File: config.mk
export PLATFORM = sky130hd
export DESIGN_NAME = lsct_cell
export DESIGN_NICKNAME = d
export VERILOG_FILES = /design/src/design/lsct_pkg.sv /design/src/design/lsct_cell.sv
export SDC_FILE = /design/constraint.sdc
export NUM_CORES = 1
export LEC_CHECK = 0
export BUFFER_PORTS_ARGS = -buffer_cell sky130_fd_sc_hd__buf_2
export CAP_MARGIN = 40
export CORE_MARGIN = 8
export CORE_UTILIZATION = 37
export CTS_CLUSTER_DIAMETER = 80
export DETAILED_ROUTE_END_ITERATION = 10
export PLACE_DENSITY = 0.75
export SLEW_MARGIN = 20
export SYNTH_ARGS = -nofsm -noshare
export SYNTH_HDL_FRONTEND = slang
export SYNTH_SLANG_ARGS = --single-unit
export TNS_END_PERCENT = 100
File: constraint.sdc
create_clock -name clk_i -period 1.65 [get_ports clk_i]
set_clock_uncertainty 0.1 [all_clocks]
set_input_delay 0.165 -clock clk_i [delete_from_list [all_inputs] [get_ports clk_i]]
set_output_delay 0.165 -clock clk_i [all_outputs]
set_load 0.02 [all_outputs]
File: src/design/lsct_pkg.sv
`timescale 1ns / 1ps

package lsct_pkg;

  // Default sizing of the stack.
  localparam int unsigned LsctDepth   = 1024;
  localparam int unsigned LsctInitCap = 2;

  // Fixed widths of the beat fields.
  localparam int unsigned WordW  = 32;
  localparam int unsigned CountW = 11;

  // Operation codes carried by an input beat.
  typedef enum logic [1:0] {
    OP_PUSH = 2'd0,
    OP_POP  = 2'd1,
    OP_PEEK = 2'd2,
    OP_NOP  = 2'd3
  } lsct_op_e;

  // Status codes reported with every result beat.
  typedef enum logic [1:0] {
    ST_OK         = 2'd0,
    ST_UNDERFLOW  = 2'd1,
    ST_PEEK_EMPTY = 2'd2,
    ST_OVERFLOW   = 2'd3
  } lsct_status_e;

  // Input beat.
  typedef struct packed {
    logic        [1:0]       operation;
    logic signed [WordW-1:0] push_value;
  } lsct_in_t;

  // Result beat.
  typedef struct packed {
    logic signed [WordW-1:0]  top_value;
    logic                     is_empty;
    logic        [CountW-1:0] item_count;
    logic        [CountW-1:0] logical_capacity;
    logic        [1:0]        status;
  } lsct_out_t;

  // Shift command broadcast along the cell row.
  typedef struct packed {
    logic push;
    logic pop;
  } lsct_shift_t;

endpackage

File: src/design/lsct_cell.sv
`timescale 1ns / 1ps

module lsct_cell (
  input  logic                                 clk_i,
  input  lsct_pkg::lsct_shift_t                shift_i,
  input  logic signed [lsct_pkg::WordW-1:0]    above_i,
  input  logic signed [lsct_pkg::WordW-1:0]    below_i,
  output logic signed [lsct_pkg::WordW-1:0]    data_o
);
  import lsct_pkg::*;

  logic signed [WordW-1:0] data_q;

  // A push moves every entry one cell deeper, a pop one cell toward the top.
  // With neither, the cell holds its word.
  always_ff @(posedge clk_i) begin
    if (shift_i.push) begin
      data_q <= above_i;
    end else if (shift_i.pop) begin
      data_q <= below_i;
    end
  end

  assign data_o = data_q;

endmodule

==> out/qor.yml <==
route:
  routed_wl_um: 3690
  wl_per_cell_um: 16.4
  drt_first_pass_iters: 2
  drtIter0Drc: 43
  drc: 0
  ant_nets: 0
  routed_via_density: 4.44
  vias: 998
finish:
  utilization: 0.542
  num_antenna_cells: 0
  synthToLayoutAreaGrowth_pct: 42.7
  layout.nets: 241
  drive_gt1_frac: 0.811
  largest_reg_flops: 32
die:
  ios: 99
  die_w_um: 79.8
  core_area_sq_um: 3970
  start_util: 0.380
  die_area_sq_um: 6370
  row_count: 23
  die_h_um: 79.8
setup_path:
  setup.worst_path.start_class: "flop"
  slowest_stage: "edfxtp_1"
  path_delay_family: "flip-flops"
  crit_required_ps: 1380
  path_class: "flop to primary output"
  crit_path_end_kind: "primary output"
  critPathMaxStageDelay_ps: 380
  critPathMaxFanout: 1
  critical_path_buf_inv_count: 1
  crit_chain: "buf_2"
  crit_arrival_ps: 840
sta:
  finalSetupTns_ps: 0
  tightest_slew_ps: 213
  finalCritPeriodShare: 0.667
  fmax_ghz: 0.909
  min_period_ps: 1100
  finalHoldViolCount: 0
  slew_viol_final: 0
  maxSlewHeadroom: 0.858
  setup-violations-final: 0
  grt_setup_unrepaired: "false"
synthesis:
  syn_avg_cell_area_sq_um: 21.9
  synth_ff_type: "edfxtp_1"
  synth_xor_area_frac: 0
  synth_compound_area_frac: 0
  synthMuxAreaShare: 0.311
  yosysTopAreaCell: "edfxtp_1"
  netlist_area_sq_um: 1510
  synth_fa_ha_area_frac: 0
  synth.net_count: 136
  ys_warn_count: 0
  synth_simple_gate_area_frac: 0.00415
  synth_top_family_by_area: "multiplexers"
  ys_seq_elements: 32
  yosys-top-cells-area: "edfxtp_1 (64%), mux2_4 (29%), buf_12 (4.0%)"
  synth_common_cells: "edfxtp_1 (32), mux2_4 (29), buf_12 (3), mux2_2 (3)"
  netlist_instances: 69
  synth_cell_types: 6
  yosys.cell_count.top_type: "edfxtp_1"
  synth-edff-count: 32
  async_flop_share: 0
  ys_seq_area_frac: 0.637
  synth_top_area_share: 0.637
worst_hold_path:
  min_path_type: "primary input to flop"
flow_run:
  cap_violations: 0
clock_network:
  cts_tree: "built"
  root_buffer: "clkbuf_8"
  cts_hold_buf: 0
  post_cts_resized: 0
  cts_buffers: 5
  cts.reportedPaths.clkPinSlew_ps: 70
  cts_setup_buffers: 0
  cts.sinks: 32
  htreeDepth: 2
  cts_buffer_depth: 2
global_routing:
  gr-usage-met3: 0.0631
  grtUsageTotal: 0.114
  grt_pass1_vias: 1108
  use_met1: 0.105
  grt_max_degree: 24
  antenna_found_initial: 0
  grt_overflow_total: 0
  grt_first_pass_wirelength_um: 5550
  met2_usage: 0.201
  grt-busiest-layer: "met2"
pwr:
  pwr_density_cell_nw_per_um2: 1010
  vdd_ir_drop_max_uv: 406
  p_leak_nw: 1.05
outcome:
  status: "completed"
place:
  gp_congestion: 0.742
  numPortBuffers: 98
==> final timing paths <==
path   startpoint    endpoint  slack, ps  cells past startpoint
min   below_i[12]  data_o[12]         90                      2
max    data_o[30]  data_o[30]        550                      1
==> power by group <==
part	switching [mW]	total (mW)	internal, mW
Clock	0.267	0.714	0.447
Combinational	0.225	0.438	0.213
Sequential	0.0195	1.02	0.998
Total	0.512	2.17	1.66
==> placed cells by master, fill, tap and decap left out <==
cell	instances
buf_4	2
mux2_4	29
edfxtp_1	32
clkbuf_1	1
buf_2	98
clkinv_2	1
or2_2	1
mux2_2	3
clkbuf_8	5
buf_12	2
bufinv_16	1
==> per-layer routing <==
layer,routed length (um),up-vias
li1,-,479
met5,0,-
met3,518,8
met4,82,0
met2,1960,60
met1,1130,451
==> metrics by stage <==
stage	area [sq um]	std cells	setup slack [ps]	power (mW)	hold slack, ps
floorplan	1510	69	271	1.30	282
global placement	2040	217	330	1.47	366
detailed placement	2040	217	314	1.48	369
CTS	2150	225	542	2.20	76.7
global route	2150	225	520	2.26	72.1
finish	2150	225	549	2.17	85.1
==> cell families (layout without fill, tap and decap cells) <==
group,after synthesis,count (layout)
buf+inv,4,110
mux,32,32
simple gates,1,1
flops,32,32
==> final cells by class <==
cell class	count	area (sq um)
Sequential cell	32	961
Multi-Input combinational cell	33	475
Clock buffer	6	72.6
Fill cell	344	1820
Clock inverter	2	35.0
Timing Repair Buffer	102	546
Tap cell	50	62.6
Note: power is estimated with default switching activity, not from simulation.
