==> src/design/lsct_pkg.sv <==
`timescale 1ns / 1ps

package lsct_pkg;

  // Default sizing of the stack.
  localparam int unsigned LsctDepth   = 1024;
  localparam int unsigned LsctInitCap = 2;

  // Fixed widths of the beat fields.
  localparam int unsigned WordW  = 32;
  localparam int unsigned CountW = 11;

  // Operation codes carried by an input beat.
  typedef enum logic [1:0] {
    OP_PUSH = 2'd0,
    OP_POP  = 2'd1,
    OP_PEEK = 2'd2,
    OP_NOP  = 2'd3
  } lsct_op_e;

  // Status codes reported with every result beat.
  typedef enum logic [1:0] {
    ST_OK         = 2'd0,
    ST_UNDERFLOW  = 2'd1,
    ST_PEEK_EMPTY = 2'd2,
    ST_OVERFLOW   = 2'd3
  } lsct_status_e;

  // Input beat.
  typedef struct packed {
    logic        [1:0]       operation;
    logic signed [WordW-1:0] push_value;
  } lsct_in_t;

  // Result beat.
  typedef struct packed {
    logic signed [WordW-1:0]  top_value;
    logic                     is_empty;
    logic        [CountW-1:0] item_count;
    logic        [CountW-1:0] logical_capacity;
    logic        [1:0]        status;
  } lsct_out_t;

  // Shift command broadcast along the cell row.
  typedef struct packed {
    logic push;
    logic pop;
  } lsct_shift_t;

endpackage

==> src/design/lsct_ctrl.sv <==
`timescale 1ns / 1ps

module lsct_ctrl #(
  parameter int unsigned DEPTH            = lsct_pkg::LsctDepth,
  parameter int unsigned INITIAL_CAPACITY = lsct_pkg::LsctInitCap,
  localparam int unsigned CntW            = $clog2(DEPTH + 1)
) (
  input  logic                     clk_i,
  input  logic                     rst_ni,
  input  logic                     fire_i,
  input  logic [1:0]               operation_i,
  output lsct_pkg::lsct_shift_t    shift_o,
  output lsct_pkg::lsct_status_e   status_o,
  output logic [CntW-1:0]          count_d_o,
  output logic [CntW-1:0]          cap_d_o,
  output logic [CntW-1:0]          count_q_o,
  output logic [CntW-1:0]          cap_q_o
);
  import lsct_pkg::*;

  localparam logic [CntW-1:0] DepthC   = CntW'(DEPTH);
  localparam logic [CntW:0]   DepthX   = (CntW + 1)'(DEPTH);
  localparam logic [CntW-1:0] InitCapC = CntW'(INITIAL_CAPACITY);
  localparam logic [CntW-1:0] MinCapC  = CntW'(2);

  logic [CntW-1:0] count_q, count_d;
  logic [CntW-1:0] cap_q, cap_d;
  logic [CntW:0]   cap_dbl;
  lsct_op_e        op;

  assign op      = lsct_op_e'(operation_i);
  assign cap_dbl = {cap_q, 1'b0};

  // Count and capacity rules for one accepted beat.
  always_comb begin
    count_d  = count_q;
    cap_d    = cap_q;
    status_o = ST_OK;
    shift_o  = '0;
    if (fire_i) begin
      unique case (op)
        OP_PUSH: begin
          if (count_q == DepthC) begin
            status_o = ST_OVERFLOW;
          end else begin
            shift_o.push = 1'b1;
            count_d      = count_q + CntW'(1);
            if (count_q >= cap_q) begin
              cap_d = (cap_dbl > DepthX) ? DepthC : cap_dbl[CntW-1:0];
            end
          end
        end
        OP_POP: begin
          if (count_q == '0) begin
            status_o = ST_UNDERFLOW;
          end else begin
            shift_o.pop = 1'b1;
            count_d     = count_q - CntW'(1);
            if ((count_d != '0) && (count_d == (cap_q >> 2)) &&
                ((cap_q >> 1) >= MinCapC)) begin
              cap_d = cap_q >> 1;
            end
          end
        end
        OP_PEEK: begin
          if (count_q == '0) begin
            status_o = ST_PEEK_EMPTY;
          end
        end
        OP_NOP: begin
        end
        default: begin
        end
      endcase
    end
  end

  // Entry count and logical capacity.
  always_ff @(posedge clk_i or negedge rst_ni) begin
    if (!rst_ni) begin
      count_q <= '0;
      cap_q   <= InitCapC;
    end else begin
      count_q <= count_d;
      cap_q   <= cap_d;
    end
  end

  assign count_d_o = count_d;
  assign cap_d_o   = cap_d;
  assign count_q_o = count_q;
  assign cap_q_o   = cap_q;

endmodule

==> config.mk <==
export PLATFORM = sky130hd
export DESIGN_NAME = lsct_ctrl
export DESIGN_NICKNAME = d
export VERILOG_FILES = /design/src/design/lsct_pkg.sv /design/src/design/lsct_ctrl.sv
export SDC_FILE = /design/constraint.sdc
export NUM_CORES = 1
export LEC_CHECK = 0
export BUFFER_PORTS_ARGS = -buffer_cell sky130_fd_sc_hd__buf_2
export CAP_MARGIN = 10
export CORE_ASPECT_RATIO = 1.5
export CORE_MARGIN = 5
export CORE_UTILIZATION = 59
export CTS_CLUSTER_SIZE = 25
export DETAILED_ROUTE_END_ITERATION = 8
export PLACE_DENSITY = 0.91
export SKIP_CTS_REPAIR_TIMING = 1
export SLEW_MARGIN = 20
export SYNTH_ARGS = -nofsm -noshare
export SYNTH_HDL_FRONTEND = slang
export SYNTH_SLANG_ARGS = --single-unit
==> constraint.sdc <==
create_clock -name clk_i -period 10.7 [get_ports clk_i]
set_input_delay 2.14 -clock clk_i [delete_from_list [all_inputs] [get_ports clk_i]]
set_output_delay 2.14 -clock clk_i [all_outputs]
set_load 0.01 [all_outputs]
==> impl_metrics.json, run 1 <==
{
  "status": "finished clean",
  "coreArea_sq_mm": 0.00368,
  "hold_depth": 2,
  "cp_max_fo": 12,
  "hp-class": "reg2reg",
  "r2r-start": "count_q_o[0]",
  "critical_path_required_ps": 8560,
  "setup_tns_ps": 0,
  "num_rows": 27,
  "firstDrtPassIters": 6,
  "hold_ws_ps": 581,
  "crit_path_start_kind": "flip-flop",
  "netlist_instances": 282,
  "io_buffers": 52,
  "cts.sinks": 22,
  "numCtsBuffers": 3,
  "drcViolationCount": 0,
  "nFillCells": 315,
  "grt_first_pass_wirelength_um": 11600,
  "synth_fp_nets": 301,
  "yosysMostFrequentCell": "nand2_1",
  "min_period_ps": 6310,
  "drt-total-wl_um": 7060,
  "timing.final.ws_setup_ps": 4390,
  "regToRegSetupSlack_ps": 6840,
  "max_stage_delay_ps": 890,
  "synthTopCellsByCount": "nand2_1 (27), dfrtp_1 (21), nor3_1 (19)",
  "area_growth_pct": 10.2,
  "ys.flop_type": "dfrtp_1",
  "syn_area_per_cell_sq_um": 8.03,
  "grt_usage_pct": 28.7,
  "max_freq_ghz": 0.159,
  "clk_latency_ps": 270,
  "synth_enable_flop_cells": 0,
  "hold_end": "cap_q_o[0]",
  "cp_common_cell": "nor4b_4",
  "syn_area_sq_mm": 0.00226,
  "setup_viol": 0,
  "r2r_cells": 8,
  "worst_ep_arrival_time_ps": 4170,
  "finalHoldViolations": 0,
  "grt_max_degree": 23,
  "post_drt_wl_per_cell_um": 19.8,
  "dp_slack_ps": 4490,
  "ys_warn_count": 0,
  "die_area_sq_mm": 0.00520,
  "worst_slew_margin_rel_pct": 30.5,
  "yosysTopAreaCell": "dfrtp_1",
  "antenna_found_initial": 0,
  "powerDensity_mw_per_mm2": 255,
  "criticalPathCategory": "reg2out",
  "grt_overflow": 0,
  "ioPinCount": 53,
  "ant_nets": 0,
  "ys_seq_elements": 22,
  "worst_pin_slew_ps": 1040,
  "crit_slowest_cell": "nor4_1",
  "worstSetupEndpointType": "output port",
  "maxSlewViolCount": 0,
  "met3_usage_pct": 2.86,
  "async_reset_ff_share_pct": 100,
  "grt_most_used_layer": "met2",
  "synth-seq-area-share_pct": 24.4,
  "maxCapViolations": 0,
  "synth_top_area_share_pct": 23.2,
  "worstHoldStart": "cap_q_o[1]",
  "p_leak_nw": 1.11,
  "place_congestion": 0.938,
  "drive_gt1_share_pct": 21.1,
  "skew_ps": 7.23,
  "dr_total_vias": 2442,
  "grt_pass1_vias": 2387,
  "htreeDepth": 1,
  "clockBufferDepth": 2,
  "regToRegEndpoint": "cap_q_o[6]",
  "root_buffer": "clkbuf_8",
  "fp.dieW_um": 60.6,
  "num_antenna_cells": 0,
  "final_nets": 333,
  "start_util_pct": 61.5,
  "hpwl_um": 5310,
  "rsz0062_at_grt": "no",
  "synth.area.top_cells": "dfrtp_1 (23%), ha_1 (7.7%), nand2_1 (4.5%)",
  "die_h_um": 85.9,
  "cts_tree": "done",
  "yosys.cell_types.count": 54,
  "viasPerCell": 6.86,
  "grtUsageMet2_pct": 49.1,
  "gr-usage-met1_pct": 35.0,
  "timing.final.crit_share_pct": 59.0,
  "path_cells": "inv_1 -> ha_1 -> nor4b_4 -> a211oi_1 -> nor4_1 -> nor4b_4 -> a31oi_2 -> a221o_1 -> buf_2",
  "path_clk_slew_ps": 90,
  "first_iter_violations": 190,
  "ir_drop_mv": 0.190
}
## flip-flops by register name, summed over array words and instances (netlist names)
register,cells
count_q_o,11
cap_q_o,11
## placed cells by master, fill, tap and decap left out, types with 4 or more instances in the layout
cell / instances
a21oi_1: 18
a221o_1: 9
a221oi_1: 4
a31oi_1: 4
and3_1: 4
buf_2: 52
dfrtp_1: 21
ha_1: 14
inv_1: 15
nand2_1: 27
nand3_1: 5
nand4_1: 5
nor2_1: 18
nor2b_1: 4
nor3_1: 19
nor3b_1: 4
nor4_1: 5
o21ai_0: 9
o221ai_1: 4
o22ai_1: 4
o31ai_1: 5
xnor2_1: 11
xor2_1: 5
## cell families after synthesis
logic type      after synthesis  synth area share [%]
mux                           2                 0.884
fa+ha+maj                    14                  7.73
simple gates                107                  26.1
flops                        22                  24.4
xor+xnor                     16                  6.19
compound gates               81                  26.6
buf+inv                      40                  8.12
## power breakdown
group	internal [mW]	switching [mW]	total [mW]
Clock	0.0266	0.0296	0.0562
Combinational	0.176	0.236	0.412
Sequential	0.0982	0.0702	0.168
Total	0.301	0.336	0.637
## layout make-up
class,instances,area (sq um),share of cell area (%)
clock buffers,4,45.0,1.80
inverters,15,56.3,2.26
repair buffers,52,260,10.4
well taps,43,53.8,2.16
multi-input cells,220,1530,61.3
flip-flops and latches,22,552,22.1
## worst max-delay path by stage
stage | endpoint | slack, ps | from
6_report | cap_d_o[6] | 4390 | count_q_o[0]
5_1_grt | cap_d_o[7] | 4160 | count_q_o[0]
4_1_cts | cap_d_o[6] | 4460 | count_q_o[0]
3_5_place_dp | cap_d_o[6] | 4490 | operation_i[0]
3_3_place_gp | cap_d_o[4] | 4610 | operation_i[0]
2_1_floorplan | cap_d_o[1] | 4850 | operation_i[0]
## metal layers
| metal | up-vias | routed length [um] |
|---|---|---|
| li1 | 1133 | - |
| met1 | 1170 | 2680 |
| met2 | 113 | 3660 |
| met3 | 26 | 436 |
| met4 | 0 | 276 |
| met5 | - | 0 |
## critical path: cells and delay by family (launching register included)
kind / cells / cell delay, ps
compound gates: 3 / 930
fa+ha+maj: 1 / 440
buf+inv: 2 / 290
flops: 1 / 520
simple gates: 3 / 1720
## per-stage QoR
| stage | total power [mW] | utilization (%) | area (sq um) | std cells |
|---|---|---|---|---|
| after floorplan | 0.474 | - | 2260 | 282 |
| after global placement | 0.569 | 66.6 | 2450 | 352 |
| after detailed placement | 0.571 | 66.6 | 2450 | 352 |
| after CTS | 0.630 | 67.8 | 2500 | 356 |
| after global routing | 0.688 | 67.8 | 2500 | 356 |
| final | 0.637 | 67.8 | 2500 | 356 |
Note: power is estimated with default switching activity, not from simulation.
==> run 2, diff against run 1 <==
--- a/config.mk
+++ b/config.mk
@@ -9,10 +9,10 @@
 export CAP_MARGIN = 10
 export CORE_ASPECT_RATIO = 1.5
 export CORE_MARGIN = 5
-export CORE_UTILIZATION = 59
+export CORE_UTILIZATION = 49
 export CTS_CLUSTER_SIZE = 25
 export DETAILED_ROUTE_END_ITERATION = 8
-export PLACE_DENSITY = 0.91
+export PLACE_DENSITY = 0.82
 export SKIP_CTS_REPAIR_TIMING = 1
 export SLEW_MARGIN = 20
 export SYNTH_ARGS = -nofsm -noshare
==> constraint.sdc (replaced) <==
create_clock -name clk_i -period 5.6 [get_ports clk_i]
set_input_delay 1.12 -clock clk_i [delete_from_list [all_inputs] [get_ports clk_i]]
set_output_delay 1.12 -clock clk_i [all_outputs]
set_load 0.01 [all_outputs]
==> run 2 against run 1 <==
Compared with the run above:
- clock-buffer cell count unchanged
- first-iteration DRC count up 7.9%
- via count up 0.61%
- final cell count up 1.7%
- clock skew about the same
- critical endpoint is now cap_d_o[3]
- largest power group unchanged
- highest routed layer unchanged
==> impl_metrics.json, run 2 (synthesis results as in run 1) <==
{
  "cts.sinks": 22,
  "drive_gt1_share_pct": 21.3,
  "max_freq_ghz": 0.199,
  "critical_path_required_ps": 4480,
  "grt_first_pass_wirelength_um": 11600,
  "cp_max_fo": 12,
  "power_mw": 1.23,
  "numCtsBuffers": 3,
  "antenna_found_initial": 0,
  "coreArea_sq_mm": 0.00450,
  "area_growth_pct": 10.8,
  "drcViolationCount": 0,
  "grt_overflow": 0,
  "htreeDepth": 1,
  "die_h_um": 93.3,
  "clockBufferDepth": 2,
  "timing.final.ws_setup_ps": 587,
  "ioPinCount": 53,
  "hpwl_um": 5470,
  "post_drt_wl_per_cell_um": 20.0,
  "hold_ws_ps": 598,
  "io_buffers": 52,
  "cts_tree": "done",
  "num_rows": 30,
  "maxCapViolations": 0,
  "worst_slew_margin_rel_pct": 30.9,
  "hp-class": "reg2reg",
  "skew_ps": 6.90,
  "ant_nets": 0,
  "root_buffer": "clkbuf_8",
  "drt-total-wl_um": 7250,
  "maxSlewViolCount": 0,
  "dr_total_vias": 2457,
  "worst_ep_arrival_time_ps": 3890,
  "rsz0062_at_grt": "no",
  "worst_pin_slew_ps": 1030,
  "firstDrtPassIters": 5,
  "setup_tns_ps": 0,
  "min_period_ps": 5010,
  "powerDensity_mw_per_mm2": 490,
  "setup_viol": 0,
  "ir_drop_mv": 0.278,
  "start_util_pct": 50.3,
  "final_cell_mix": "buf_2 (52), nand2_1 (27), dfrtp_1 (21)",
  "worstSetupEndpointType": "output port",
  "clk_latency_ps": 270,
  "nFillCells": 435,
  "timing.final.crit_share_pct": 89.5,
  "die_area_sq_mm": 0.00611,
  "status": "finished clean",
  "final_nets": 334,
  "final_common_cell": "buf_2",
  "crit_path_start_kind": "flip-flop",
  "dp_slack_ps": 920,
  "viasPerCell": 6.79,
  "place_congestion": 0.985,
  "final_cells": 362,
  "fp.dieW_um": 65.5,
  "first_iter_violations": 205,
  "num_antenna_cells": 0,
  "grt_usage_pct": 24.2,
  "path_clk_slew_ps": 90,
  "grt_max_degree": 23,
  "finalHoldViolations": 0,
  "grt_pass1_vias": 2327,
  "criticalPathCategory": "reg2out",
  "p_leak_nw": 1.11,
  "placed_cells": 358
}
==> run 2: changes by cell type in the layout (fill, tap and decap cells not counted), sizes merged <==
cell and change:
buf +1
==> run 2: power breakdown <==
group	leakage (nW)	switching, mW	internal (mW)	total [mW]
clock network	0.0228	0.0579	0.0510	0.109
registers	0.290	0.130	0.188	0.318
logic	0.798	0.461	0.344	0.804
total	1.11	0.648	0.583	1.23
==> run 2: critical path, stage by stage (launching register included) <==
cell and delay, ps:
dfrtp_1 500, inv_1 130, ha_1 400, or4b_1 550, nand2_1 120, nand3_1 80, or4_4 530, nor4b_4 570
a31oi_2 200, a221o_1 390, buf_2 150
==> run 2: stage by stage <==
step	util (%)	area, sq um
2_1_floorplan	-	2260
3_3_place_gp	54.7	2460
3_5_place_dp	54.7	2460
4_1_cts	55.7	2510
5_1_grt	55.7	2510
6_report	55.7	2510
==> run 2: layer usage <==
layer / vias up / wire [um] / track usage [%]
met2: 139 / 3710 / 41.7
li1: 1131 / - / -
met1: 1167 / 2760 / 28.8
met5: - / 0 / 0
met3: 20 / 457 / 1.44
met4: 0 / 330 / 14.9
==> run 2: layout make-up <==
| type | count | area, sq um | area share, % |
|---|---|---|---|
| Inverter | 15 | 56.3 | 2.24 |
| Clock buffer | 4 | 45.0 | 1.79 |
| Sequential cell | 22 | 552 | 22.0 |
| Timing Repair Buffer | 53 | 268 | 10.7 |
| Multi-Input combinational cell | 220 | 1530 | 60.9 |
| Tap cell | 48 | 60.1 | 2.39 |
==> run 2: final timing paths <==
check | endpoint | slack [ps] | cells after the start | startpoint
setup / recovery | cap_d_o[3] | 590 | 10 | count_q_o[0]
hold / removal | cap_q_o[0] | 600 | 2 | cap_q_o[1]
setup reg to reg | cap_q_o[3] | 2010 | 9 | count_q_o[0]
hold reg to reg | cap_q_o[0] | 600 | 2 | cap_q_o[1]
max in group asynchronous | cap_q_o[1] | 4400 | 1 | rst_ni
min in group asynchronous | cap_q_o[4] | 820 | 1 | rst_ni
==> run 3, diff against run 2 <==
--- a/config.mk
+++ b/config.mk
@@ -9,10 +9,10 @@
 export CAP_MARGIN = 10
 export CORE_ASPECT_RATIO = 1.5
 export CORE_MARGIN = 5
-export CORE_UTILIZATION = 49
+export CORE_UTILIZATION = 59
 export CTS_CLUSTER_SIZE = 25
 export DETAILED_ROUTE_END_ITERATION = 8
-export PLACE_DENSITY = 0.82
+export PLACE_DENSITY = 0.91
 export SKIP_CTS_REPAIR_TIMING = 1
 export SLEW_MARGIN = 20
 export SYNTH_ARGS = -nofsm -noshare
==> constraint.sdc (replaced) <==
create_clock -name clk_i -period 6.3 [get_ports clk_i]
set_input_delay 1.26 -clock clk_i [delete_from_list [all_inputs] [get_ports clk_i]]
set_output_delay 1.26 -clock clk_i [all_outputs]
set_load 0.01 [all_outputs]
==> run 3 against run 2 <==
Compared with the run above:
- register-to-register slack gained 610 ps
- combinational power shrank 12%
- final area is 0.50% higher
- critical path type unchanged
- largest cell class unchanged
- largest power group unchanged
==> impl_metrics.json, run 3 (synthesis results as in run 1) <==
{
  "cts_tree": "done",
  "clk_latency_ps": 280,
  "hpwl_um": 5410,
  "io_buffers": 52,
  "grt_usage_pct": 29.4,
  "skew_ps": 7.91,
  "clkPwrFrac_pct": 12.5,
  "grt_overflow": 0,
  "cts.sinks": 22,
  "setup_tns_ps": 0,
  "num_antenna_cells": 0,
  "ant_nets": 0,
  "nFillCells": 332,
  "fp.dieW_um": 60.6,
  "grt_pass1_vias": 2328,
  "coreArea_sq_mm": 0.00368,
  "drt-total-wl_um": 7270,
  "power_mw": 1.13,
  "finalHoldViolations": 0,
  "drcViolationCount": 0,
  "powerDensity_mw_per_mm2": 448,
  "multiInputGateArea_sq_mm": 0.00153,
  "ir_drop_mv": 0.368,
  "setup_viol": 0,
  "worst_ep_arrival_time_ps": 4000,
  "post_drt_wl_per_cell_um": 20.4,
  "cp_max_fo": 12,
  "place_congestion": 0.944,
  "rsz0062_at_grt": "no",
  "dr_total_vias": 2403,
  "area_growth_pct": 11.4,
  "clockBufferDepth": 2,
  "drive_gt1_share_pct": 21.4,
  "antenna_found_initial": 0,
  "first_iter_violations": 182,
  "p_int_uw": 552,
  "die_h_um": 85.9,
  "final_nets": 333,
  "crit_path_start_kind": "flip-flop",
  "num_rows": 27,
  "grt_max_degree": 23,
  "p_leak_nw": 1.12,
  "grt_first_pass_wirelength_um": 11900,
  "final_cell_mix": "buf_2 (52), nand2_1 (27), dfrtp_1 (21)",
  "start_util_pct": 61.5,
  "firstDrtPassIters": 5,
  "criticalPathCategory": "reg2out",
  "max_freq_ghz": 0.190,
  "final_common_cell": "buf_2",
  "critical_path_required_ps": 5040,
  "regArea_sq_um": 552,
  "die_area_sq_mm": 0.00520,
  "combPwrFrac_pct": 62.6,
  "timing.final.crit_share_pct": 83.4,
  "numCtsBuffers": 3,
  "switchingPower_uw": 578,
  "status": "finished clean",
  "min_period_ps": 5260,
  "worstSetupEndpointType": "output port",
  "worst_slew_margin_rel_pct": 32.3,
  "swShare_pct": 51.2,
  "hp-class": "reg2reg",
  "ioPinCount": 53,
  "maxCapViolations": 0,
  "worst_pin_slew_ps": 1010,
  "viasPerCell": 6.75,
  "maxSlewViolCount": 0,
  "path_clk_slew_ps": 100,
  "htreeDepth": 1,
  "p_seq_share_pct": 25.0,
  "root_buffer": "clkbuf_8"
}
[run 3: layout make-up]
cell class                      count  area share (%)
Clock inverter                      1            1.19
Timing Repair Buffer               52            10.3
Clock buffer                        3            1.64
Inverter                           15            2.23
Multi-Input combinational cell    220            60.6
Sequential cell                    22            21.9
Tap cell                           43            2.13
[run 3: final timing paths]
check	slack, ps	endpoint	cells after the start	from
max	1040	cap_d_o[4]	9	count_q_o[0]
min	590	cap_q_o[0]	2	cap_q_o[1]
min reg2reg	590	cap_q_o[0]	2	cap_q_o[1]
max reg2reg	2620	cap_q_o[4]	8	count_q_o[0]
min in group asynchronous	950	count_q_o[3]	1	rst_ni
max in group asynchronous	4980	cap_q_o[1]	1	rst_ni
[run 3: routing by layer]
layer	share of wire (%)	vias up	track usage, %
met5	0	-	0
met4	1.9	0	10.8
met2	53	111	50.7
met3	6.2	19	2.56
met1	38	1150	36.9
li1	-	1123	-
[run 3: critical path, stage by stage, from the launching register on]
cell and delay [ps]:
dfrtp_1 500, inv_1 130, ha_1 400, nor4b_4 550, o2111ai_1 200, or4_4 570, nor4b_4 600, a31oi_2 220
a221o_1 400, buf_2 150
[run 3: metrics by stage]
step	worst slack (ps)	cells	hold WS [ps]	util [%]	instance area, sq um
floorplan	1870	282	617	-	2260
global placement	1530	352	574	66.6	2450
detailed placement	1420	352	580	66.6	2450
CTS	1110	356	592	68.5	2520
global route	828	356	607	68.5	2520
finish	1040	356	592	68.5	2520
[run 3: power groups by stage]
stage	sequential (mW)	clock [mW]	combinational (mW)
global placement	0.280	0	0.689
finish	0.282	0.141	0.707
floorplan	0.217	0	0.588
global route	0.292	0.146	0.780
detailed placement	0.281	0	0.691
CTS	0.277	0.139	0.694
